File: src/hdl/ncube_pkg.sv
`default_nettype none

package ncube_pkg;

  // Field widths of the item channels and the configuration register.
  localparam int FACE_W = 3;
  localparam int IDX_W  = 10;
  localparam int SIZE_W = 11;
  localparam int BYTE_W = 8;

  // Face size after reset.
  localparam int SIZE_RESET = 64;

  // Fixed point of the reciprocal length and of the normalized components.
  localparam int FRAC_BITS = 24;
  // Quotient bits of 2^(2*FRAC_BITS) / len2; a length of one needs them all.
  localparam int QW = 2 * FRAC_BITS + 1;
  // Bits of the reciprocal square root.
  localparam int RW = FRAC_BITS + 1;

  // Byte of a zero component.
  localparam logic [BYTE_W-1:0] BYTE_MID = 8'd127;

  typedef enum logic [FACE_W-1:0] {
    FACE_PX = 3'd0,
    FACE_NX = 3'd1,
    FACE_PY = 3'd2,
    FACE_NY = 3'd3,
    FACE_PZ = 3'd4,
    FACE_NZ = 3'd5
  } face_t;

  typedef struct packed {
    logic [BYTE_W-1:0] red;
    logic [BYTE_W-1:0] green;
    logic [BYTE_W-1:0] blue;
    logic              index_error;
  } texel_t;

endpackage

`default_nettype wire

File: src/hdl/ncube_byte.sv
`default_nettype none

// Back end: scales each component by the reciprocal length and maps it to a byte.
module ncube_byte #(
  parameter int CW = 11
) (
  input  wire logic                           clk,
  input  wire logic                           rst_n,
  input  wire logic                           en,
  input  wire logic                           in_valid,
  input  wire logic signed [CW-1:0]           comp [3],
  input  wire logic [ncube_pkg::RW-1:0]       recip,
  input  wire logic                           err,
  input  wire logic                           zero,
  output logic                                out_valid,
  output ncube_pkg::texel_t                   texel
);

  localparam int FB = ncube_pkg::FRAC_BITS;
  localparam int BW = ncube_pkg::BYTE_W;
  // A normalized component never exceeds 2^FB in magnitude.
  localparam int NW = FB + 2;
  localparam int PW = CW + ncube_pkg::RW + 1;

  logic                 v1_r, v2_r;
  logic signed [NW-1:0] n1_r [3];
  logic                 err1_r, zero1_r;
  logic [BW-1:0]        byte_v [3];
  ncube_pkg::texel_t    texel_nxt, texel_r;

  // floor((n + 2^FB) * 255 / 2^(FB+1)), clamped to a byte.
  function automatic logic [BW-1:0] to_byte(input logic signed [NW-1:0] n);
    logic signed [NW:0] biased;
    logic [NW-1:0]      mag;
    logic [NW+BW-1:0]   scaled;
    biased = $signed({n[NW-1], n}) + $signed({2'b00, 1'b1, {FB{1'b0}}});
    mag    = biased[NW] ? '0 : biased[NW-1:0];
    scaled = {mag, {BW{1'b0}}} - {{BW{1'b0}}, mag};
    to_byte = scaled[NW+BW-1] ? {BW{1'b1}} : scaled[NW+BW-2:FB+1];
  endfunction

  for (genvar l = 0; l < 3; l++) begin : g_lane
    logic signed [PW-1:0] prod;
    assign prod = comp[l] * $signed({1'b0, recip});
    always_ff @(posedge clk) begin
      if (en) begin
        n1_r[l] <= prod[NW-1:0];
      end
    end
    assign byte_v[l] = to_byte(n1_r[l]);
  end

  always_comb begin
    if (err1_r) begin
      texel_nxt = '{red: '0, green: '0, blue: '0, index_error: 1'b1};
    end else if (zero1_r) begin
      texel_nxt = '{red: ncube_pkg::BYTE_MID, green: ncube_pkg::BYTE_MID,
                    blue: ncube_pkg::BYTE_MID, index_error: 1'b0};
    end else begin
      texel_nxt = '{red: byte_v[0], green: byte_v[1], blue: byte_v[2], index_error: 1'b0};
    end
  end

  always_ff @(posedge clk) begin
    if (!rst_n) begin
      v1_r <= 1'b0;
      v2_r <= 1'b0;
    end else if (en) begin
      v1_r <= in_valid;
      v2_r <= v1_r;
    end
  end

  always_ff @(posedge clk) begin
    if (en) begin
      err1_r  <= err;
      zero1_r <= zero;
      texel_r <= texel_nxt;
    end
  end

  assign out_valid = v2_r;
  assign texel     = texel_r;

endmodule

`default_nettype wire

File: config.mk
export PLATFORM = sky130hd
export DESIGN_NAME = ncube_byte
export DESIGN_NICKNAME = d
export VERILOG_FILES = /design/src/hdl/ncube_pkg.sv /design/src/hdl/ncube_byte.sv
export SDC_FILE = /design/constraint.sdc
export NUM_CORES = 2
export LEC_CHECK = 0
export ABC_AREA = 1
export ABC_CLOCK_PERIOD_IN_PS = 14950
export BUFFER_PORTS_ARGS = -buffer_cell sky130_fd_sc_hd__clkbuf_2
export CORE_MARGIN = 1.5
export CORE_UTILIZATION = 58
export CTS_CLUSTER_SIZE = 30
export DETAILED_ROUTE_END_ITERATION = 8
export GPL_ROUTABILITY_DRIVEN = 0
export PLACE_DENSITY = 0.81
export SETUP_SLACK_MARGIN = 0.1
export SLEW_MARGIN = 25
export SYNTH_ARGS = -nofsm -noshare
export SYNTH_HDL_FRONTEND = slang
export SYNTH_SLANG_ARGS = --single-unit
File: constraint.sdc
create_clock -name clk -period 14.95 [get_ports clk]
set_clock_uncertainty 0.05 [all_clocks]
set_input_delay 2.2425 -clock clk [delete_from_list [all_inputs] [get_ports clk]]
set_output_delay 2.2425 -clock clk [all_outputs]
set_load 0.005 [all_outputs]
==> out/metrics.cfg <==
[outcome]
run_status=finished clean

[cts]
cts_setup_buffers=0
htreeDepth=3
ctsResizeCount=0
clk_pin_slew_ns=0.08
clk_path_buf_depth=2
cts_root_buf=clkbuf_16
cts_tree=yes
holdBufCountCts=0
cts.sinks=107
clk_latency_ns=0.38
cts_buffers=9

[layout]
mostFrequentLayoutCells=nand2_1 (1263), inv_1 (1133), fa_1 (498), ha_1 (243), nor2_1 (215)
final_area_um2=31000
mostFrequentLayoutCell=nand2_1
layout.nets=4913
area_growth_pct=3.18
drive_gt1_share_pct=3.53
multi_input_area_um2=21900
area.sequential_um2=3190
fill_cells=4673

[timing]
min_period_ns=7.27
maxSlewViolCount=0
rsz0062_at_grt=false
finalSetupViolations=0
finalCritPeriodShare_pct=48.6
relSlewSlack_pct=37.2
hold_violations=0
worst_pin_slew_ns=0.940
fin_ws_ns=7.68
final.setup.tns_ns=0
clock.fmax_mhz=138

[global_route]
grt_max_degree=64
grt-ovfl-total=0
antenna_found_initial=1
grt_pass1_wl_um=122000
track_usage_pct=28.3
grt_pass1_vias=26309

[setup_path]
crit_required_ns=15.08
crit_buf_inv=6
end_kind=flip-flop
cp-start-kind=input port
worstPathArrival_ns=7.40
path_cells=clkbuf_2 > nand2_1 > fa_1 > inv_1 > fa_1 > inv_1 > fa_1 > inv_1 > fa_1 > inv_1 > fa_1 > inv_1 > ha_1 > nand2_1 > nor4_1 > nand4_1 > nand3_1 > xor2_1
crit_fanout=32
slowest_delay_ns=0.60
cp_top_family=adder cells
path_class=in -> reg
worst_path_max_delay_cell=clkbuf_2

[floorplanning]
chipWidth_um=231
dieArea_um2=53200
rows=83
initial_core_util_pct=58.6
die_h_um=231
core_um2=51300
io_pins=90

[synth]
ys_ff_latch=107
ys_warn_count=0
syn_avg_cell_area_um2=7.22
synthArstFlopShare_pct=0
syn_area_um2=30000
yosysSeqAreaShare_pct=10.6
ys.flop_type=edfxtp_1
syn-num-nets=4967
synth_edf_count=105
synth_cell_types=47
syn_inst=4162

[placement]
hpwl_um=57900
place_area_um2=30700
port_buffers=89
dp_slack_ns=7.39

[routing]
wl_per_cell_um=14.8
wl_um=71000
ant_nets=0
dr.first_iter.drc_count=1949
firstDrtPassIters=6
drc=0
vias_per_cell=5.27
vias=25282

[hold_path]
hp-class=reg -> reg

[flow_run]
max_cap_viol_count=0

-- stage by stage --
step	util (%)	std cells	hold slack, ns
CTS	60.4	4793	0.445
finish	60.4	4794	0.442
global placement	59.9	4777	0.431
floorplan	-	4162	0.374
global route	60.4	4794	0.481
detailed placement	59.9	4777	0.432
-- per-layer routing --
metal	wire length [um]	GRT usage (%)	up-vias	part of all wire (%)
met5	0	0	-	0
met4	2640	10.7	0	3.7
met3	5720	4.01	188	8.1
met2	33300	47.7	1048	47
met1	29300	37.1	12051	41
li1	-	-	11995	-
-- final cells by class --
class / instances / share of cell area (%)
Antenna cell: 1 / 0.00807
Inverter: 1138 / 13.8
Clock inverter: 7 / 0.186
Multi-Input combinational cell: 2760 / 70.7
Tap cell: 680 / 2.74
Sequential cell: 107 / 10.3
Timing Repair Buffer: 92 / 1.52
Clock buffer: 9 / 0.727
-- state kept, by name (all words and copies together), names as in the netlist --
register,count
err1_r,1
n1_r,78
out_valid,1
texel,25
v1_r,1
zero1_r,1
-- Yosys cell counts (all sizes together), types with 7 or more instances --
cell type | count | area share (%)
a21boi | 7 | 0.19
clkbuf | 122 | 1.5
ha | 243 | 10
xor2 | 55 | 1.6
fa | 498 | 33
nand4 | 26 | 0.54
nor4 | 9 | 0.19
nand3 | 102 | 1.7
nand3b | 17 | 0.42
o21bai | 16 | 0.40
a21oi | 126 | 2.1
xnor2 | 33 | 0.99
a31oi | 8 | 0.17
inv | 1136 | 14
nor3 | 16 | 0.28
edfxtp | 105 | 10
nand2 | 1273 | 16
a21o | 9 | 0.22
nor2 | 215 | 2.7
buf | 35 | 0.64
o21ai | 86 | 1.6
-- cells by family (layout without fill, tap and decap cells) --
family	Yosys count	in the layout	synth area share, %
XOR/XNOR	88	88	2.59
buffers and inverters	1295	1246	16.4
flip-flops	107	107	10.6
other	0	1	0
AND/OR/NAND/NOR	1667	1667	22.1
AO/OA/AOI/OAI	264	264	4.99
adder cells (fa/ha/maj)	741	741	43.3
-- final timing paths --
check,from,slack [ns],cells past startpoint,endpoint
worst max-delay path,recip[13],7.68,18,n1_r[0][75]$_DFFE_PP_
worst min-delay path,v1_r$_SDFFE_PN0P_,0.44,2,out_valid$_SDFFE_PN0P_
worst max register to register,n1_r[0][51]$_DFFE_PP_,11.28,15,texel[13]$_SDFFCE_PP0P_
worst min register to register,v1_r$_SDFFE_PN0P_,0.44,2,out_valid$_SDFFE_PN0P_
-- tightest hold or removal path, cell delays in order (launching register included) --
cell and delay (ns):
dfxtp_1 0.31, nor2_1 0.09, nor2_1 0.05
Power is left out: the tool's default activity adds up to more than one toggle a clock period on the data nets, which glitch-free logic cannot reach.
