===== config.mk =====
export PLATFORM = sky130hd
export DESIGN_NAME = ncube_vec
export DESIGN_NICKNAME = d
export VERILOG_FILES = /design/src/hdl/ncube_pkg.sv /design/src/hdl/ncube_vec.sv
export SDC_FILE = /design/constraint.sdc
export NUM_CORES = 1
export LEC_CHECK = 0
export ABC_AREA = 1
export BUFFER_PORTS_ARGS = -buffer_cell sky130_fd_sc_hd__buf_4
export CORE_ASPECT_RATIO = 0.7
export CORE_UTILIZATION = 27
export DETAILED_ROUTE_END_ITERATION = 8
export PLACE_DENSITY = 0.4
export SYNTH_ARGS = -nofsm -noshare
export SYNTH_HDL_FRONTEND = slang
export SYNTH_SLANG_ARGS = --single-unit

===== constraint.sdc =====
create_clock -name clk -period 7.5 [get_ports clk]
set_clock_uncertainty 0.05 [all_clocks]
set_input_delay 2.25 -clock clk [delete_from_list [all_inputs] [get_ports clk]]
set_output_delay 2.25 -clock clk [all_outputs]
set_load 0.005 [all_outputs]

===== src/hdl/ncube_pkg.sv =====
`default_nettype none

package ncube_pkg;

  // Field widths of the item channels and the configuration register.
  localparam int FACE_W = 3;
  localparam int IDX_W  = 10;
  localparam int SIZE_W = 11;
  localparam int BYTE_W = 8;

  // Face size after reset.
  localparam int SIZE_RESET = 64;

  // Fixed point of the reciprocal length and of the normalized components.
  localparam int FRAC_BITS = 24;
  // Quotient bits of 2^(2*FRAC_BITS) / len2; a length of one needs them all.
  localparam int QW = 2 * FRAC_BITS + 1;
  // Bits of the reciprocal square root.
  localparam int RW = FRAC_BITS + 1;

  // Byte of a zero component.
  localparam logic [BYTE_W-1:0] BYTE_MID = 8'd127;

  typedef enum logic [FACE_W-1:0] {
    FACE_PX = 3'd0,
    FACE_NX = 3'd1,
    FACE_PY = 3'd2,
    FACE_NY = 3'd3,
    FACE_PZ = 3'd4,
    FACE_NZ = 3'd5
  } face_t;

  typedef struct packed {
    logic [BYTE_W-1:0] red;
    logic [BYTE_W-1:0] green;
    logic [BYTE_W-1:0] blue;
    logic              index_error;
  } texel_t;

endpackage

`default_nettype wire


===== src/hdl/ncube_vec.sv =====
`default_nettype none

// Front end: range check and direction vector, squares, squared length.
module ncube_vec #(
  parameter int MAX_FACE_SIZE = 1024
) (
  input  wire logic                                  clk,
  input  wire logic                                  rst_n,
  input  wire logic                                  en,
  input  wire logic                                  in_valid,
  input  wire logic [ncube_pkg::FACE_W-1:0]          face,
  input  wire logic [ncube_pkg::IDX_W-1:0]           row,
  input  wire logic [ncube_pkg::IDX_W-1:0]           column,
  input  wire logic [$clog2(MAX_FACE_SIZE+1)-1:0]    size,
  output logic                                       out_valid,
  output logic signed [$clog2(MAX_FACE_SIZE+1)-1:0]  comp [3],
  output logic                                       err,
  output logic                                       zero,
  output logic [2*$clog2(MAX_FACE_SIZE+1)-1:0]       len2
);

  localparam int SZW = $clog2(MAX_FACE_SIZE + 1);
  localparam int HW  = SZW - 1;
  localparam int CW  = HW + 1;
  localparam int EW  = ((ncube_pkg::IDX_W > SZW) ? ncube_pkg::IDX_W : SZW) + 1;
  localparam int SQW = 2 * HW;
  localparam int LW  = SQW + 2;

  logic [EW-1:0]        size_e, row_e, col_e;
  logic signed [EW-1:0] h_s, r_s, c_s;
  logic signed [EW-1:0] x_e, y_e, z_e;
  logic                 err_a_nxt;

  logic                 va_r, vb_r, vc_r;
  logic signed [CW-1:0] ca_r [3];
  logic signed [CW-1:0] cb_r [3];
  logic signed [CW-1:0] cc_r [3];
  logic [SQW-1:0]       sq_r [3];
  logic                 erra_r, errb_r, errc_r;
  logic [LW-1:0]        len2_nxt, len2_r;
  logic                 zero_r;

  assign size_e = {{(EW-SZW){1'b0}}, size};
  assign row_e  = {{(EW-ncube_pkg::IDX_W){1'b0}}, row};
  assign col_e  = {{(EW-ncube_pkg::IDX_W){1'b0}}, column};
  assign h_s    = $signed(size_e >> 1);
  assign r_s    = $signed(row_e);
  assign c_s    = $signed(col_e);

  assign err_a_nxt = (face > ncube_pkg::FACE_NZ) || (row_e >= size_e) || (col_e >= size_e);

  always_comb begin
    x_e = h_s;
    y_e = h_s - r_s;
    z_e = h_s - c_s;
    case (face)
      ncube_pkg::FACE_PX: begin
        x_e = h_s;       y_e = h_s - r_s; z_e = h_s - c_s;
      end
      ncube_pkg::FACE_NX: begin
        x_e = -h_s;      y_e = h_s - r_s; z_e = c_s - h_s;
      end
      ncube_pkg::FACE_PY: begin
        x_e = c_s - h_s; y_e = h_s;       z_e = r_s - h_s;
      end
      ncube_pkg::FACE_NY: begin
        x_e = c_s - h_s; y_e = -h_s;      z_e = h_s - r_s;
      end
      ncube_pkg::FACE_PZ: begin
        x_e = c_s - h_s; y_e = h_s - r_s; z_e = h_s;
      end
      ncube_pkg::FACE_NZ: begin
        x_e = h_s - c_s; y_e = h_s - r_s; z_e = -h_s;
      end
      default: begin
        x_e = h_s;       y_e = h_s;       z_e = h_s;
      end
    endcase
  end

  always_ff @(posedge clk) begin
    if (!rst_n) begin
      va_r <= 1'b0;
      vb_r <= 1'b0;
      vc_r <= 1'b0;
    end else if (en) begin
      va_r <= in_valid;
      vb_r <= va_r;
      vc_r <= vb_r;
    end
  end

  // Within the face every component lies in [-half, half], so it fits CW bits.
  always_ff @(posedge clk) begin
    if (en) begin
      ca_r[0] <= x_e[CW-1:0];
      ca_r[1] <= y_e[CW-1:0];
      ca_r[2] <= z_e[CW-1:0];
      erra_r  <= err_a_nxt;
      errb_r  <= erra_r;
      errc_r  <= errb_r;
      len2_r  <= len2_nxt;
      zero_r  <= (len2_nxt == '0);
    end
  end

  for (genvar l = 0; l < 3; l++) begin : g_lane
    logic signed [2*CW-1:0] sq;
    assign sq = ca_r[l] * ca_r[l];
    always_ff @(posedge clk) begin
      if (en) begin
        cb_r[l] <= ca_r[l];
        cc_r[l] <= cb_r[l];
        sq_r[l] <= sq[SQW-1:0];
      end
    end
    assign comp[l] = cc_r[l];
  end

  assign len2_nxt = {2'b00, sq_r[0]} + {2'b00, sq_r[1]} + {2'b00, sq_r[2]};

  assign out_valid = vc_r;
  assign err       = errc_r;
  assign zero      = zero_r;
  assign len2      = len2_r;

endmodule

`default_nettype wire


==> flow_summary_export.csv <==
group,metric,value,unit
global_routing,grt_max_degree,102,
routing,via_per_inst,4.42,
sta,max_slew_margin,0.398,
global_routing,grt_pass1_vias,16876,
routing,vias,16061,
sta,tightest_slew,0.903,ns
die,die_y,242,um
die,die_w,345,um
worst_setup_path,cp.required,7.71,ns
synth,synth_area_leaders,"fa_1, edfxtp_1, ha_1",
sta,hold_slack,0.373,ns
sta,period_share,0.755,
placement,port_buffers,95,
worst_setup_path,timing.reg2reg.setup_slack,1.84,ns
clock_network,cts_resized,0,
worst_setup_path,cp_slowest_stage_delay,0.74,ns
clock_network,cts_buffers,17,
clock_network,htree_levels,4,
synth,synth_top_area_cell,"fa_1",
worst_setup_path,path_cells,"nand2_1, fa_1, inv_1, fa_1, fa_1, inv_1, fa_1, inv_1, fa_1, ha_1, inv_1, o21bai_1, a31oi_1, o21ai_0, a31oi_1, inv_1, nand2_1, nand2_1",
sta,fin_crit,5.66,ns
synth,ys_seq_area_frac,0.244,
flow_run,maxCapViolations,0,
global_routing,grt_usage,0.155,
final_layout,layout_common_cells,"inv_1, nand2_1, fa_1",
synth,ys_types,53,
die,rows,87,
sta,hold_viol,0,
synth,synth-edff-count,179,
global_routing,antenna_found_initial,0,
die,ios,96,
worst_setup_path,criticalPathCategory,"reg2reg",
placement,routabilityCongestion,0.885,
placement,dp_hpwl,51200,um
global_routing,grt.overflow.total,0,
clock_network,clk_pin_slew_worst_paths,0.08,ns
final_layout,fin_nets,3106,
final_layout,regArea,5440,um^2
global_routing,grt_pass1_wl,99000,um
synth,ys_ff_latch,182,
die,coreArea,81100,um^2
sta,fmax,177,MHz
final_layout,drive_above_1_share,0.0658,
synth,async_flop_share,0,
routing,drc,0,
clock_network,ctsRootBufferMaster,"clkbuf_16",
die,start_util,0.275,
clock_network,cts_hold_buffers,0,
routing,dr.pass1.iters,6,
status,status,"finished, final reports clean",
worst_setup_path,worst-path-max-fanout,14,
min_path,hold_class,"reg2reg",
routing,ant_nets,0,
sta,tns,0,ns
final_layout,n_antenna_cell,0,
final_layout,multi_input_area,14300,um^2
worst_setup_path,crit_path_end_kind,"register",
worst_setup_path,worstSetupStartpointType,"register",
sta,grt_setup_unrepaired,"no",
routing,routed_wl,61500,um
clock_network,clkLatencyLatePin,0.50,ns
clock_network,cts_setup_buffers,0,
synth,synth_top_area_share,0.276,
die,die-area,83700,um^2
worst_setup_path,arrival,5.88,ns
synth,avgSynthCellArea,8.96,um^2
clock_network,cts_buffer_depth,2,
routing,drt_iter0_drc,1073,
final_layout,n_fill_cell,8549,
synth,synth-main-ff-cell,"edfxtp_1",
final_layout,area_growth,11.4,%
clock_network,cts.sinks,182,
sta,finalSetupViolations,0,
worst_setup_path,crit_slowest_cell,"edfxtp_1",
synth,syn_area,22300,um^2
sta,final_max_slew_viol_count,0,
synth,synth_cells,2486,
synth,yosysWarningCount,0,
clock_network,cts_tree,"built",
routing,wire_per_inst,16.9,um
final_layout,layout_commonest_cell,"inv_1",
==> registers in the layout, summed over array words and instances, names as in the netlist <==
signal,flops
sq_r,54
ca_r,33
cb_r,33
cc_r,33
len2,22
err,1
erra_r,1
errb_r,1
out_valid,1
va_r,1
vb_r,1
zero,1
==> metrics by stage <==
step	std cells	worst slack [ns]	cell area (um^2)	utilization
floorplan	2488	2.60	22300	-
global placement	3605	1.89	24200	0.298
detailed placement	3605	1.88	24200	0.298
CTS	3637	1.88	24800	0.306
global route	3637	1.57	24800	0.306
finish	3637	1.84	24800	0.306
==> cells in the mapped netlist (6+ instances only) <==
cell type and number:
inv_1 613, nand2_1 501, nor3_1 12, nor2_1 120
nand4_1 30, fa_1 307, nand3_1 91, xor2_1 70
o211ai_1 10, or2_2 10, o2111ai_1 8, a21o_1 10
buf_2 8, ha_1 205, xnor2_1 40, o21ai_0 42
inv_2 6, a31oi_1 7, clkbuf_1 34, a21oi_1 99
o21bai_1 8, o221ai_1 8, nor2_2 6, nand3b_1 6
edfxtp_1 179
==> worst paths after layout <==
path,endpoint,cells after the start,from
setup / recovery,sq_r[0][19]$_DFFE_PP_,18,ca_r[0][2]$_DFFE_PP_
hold / removal,err$_DFFE_PP_,0,errb_r$_DFFE_PP_
setup reg to reg,sq_r[0][19]$_DFFE_PP_,18,ca_r[0][2]$_DFFE_PP_
hold reg to reg,err$_DFFE_PP_,0,errb_r$_DFFE_PP_
==> metal layers <==
layer,vias to the layer above,GRT usage,part of all wire
met5,-,0,0
met4,0,0.0351,0.013
met3,40,0.0240,0.042
met2,323,0.219,0.40
met1,7886,0.243,0.55
li1,7812,-,-
==> kinds of logic (layout without fill, tap and decap cells) <==
group,Yosys count,count (layout),synth area share
simple gates,795,795,0.149
fa+ha+maj,512,512,0.391
other cells,1,3,0.000168
compound gates,217,217,0.0582
buf+inv,669,750,0.114
xor+xnor,110,110,0.0433
flops,182,182,0.244
==> critical path, delay by kind of cell, from the launching register on <==
kind                       cells  cell delay (ns)
adders and majority gates      6             3.02
AOI/OAI and AO/OA              4             0.79
DFF                            1             0.74
buffers and inverters          5             0.44
and+or+nand+nor                3             0.38
==> layout make-up <==
| cell class | instances | area share |
|---|---|---|
| Multi-Input combinational cell | 1637 | 0.577 |
| Tap cell | 1068 | 0.0539 |
| Sequential cell | 182 | 0.219 |
| Inverter | 621 | 0.0940 |
| Clock buffer | 17 | 0.0171 |
| Clock inverter | 15 | 0.00913 |
| Timing Repair Buffer | 97 | 0.0301 |
Power is not shown: default switching activity piles up to over one toggle a cycle in this logic, so the estimate is an artifact.
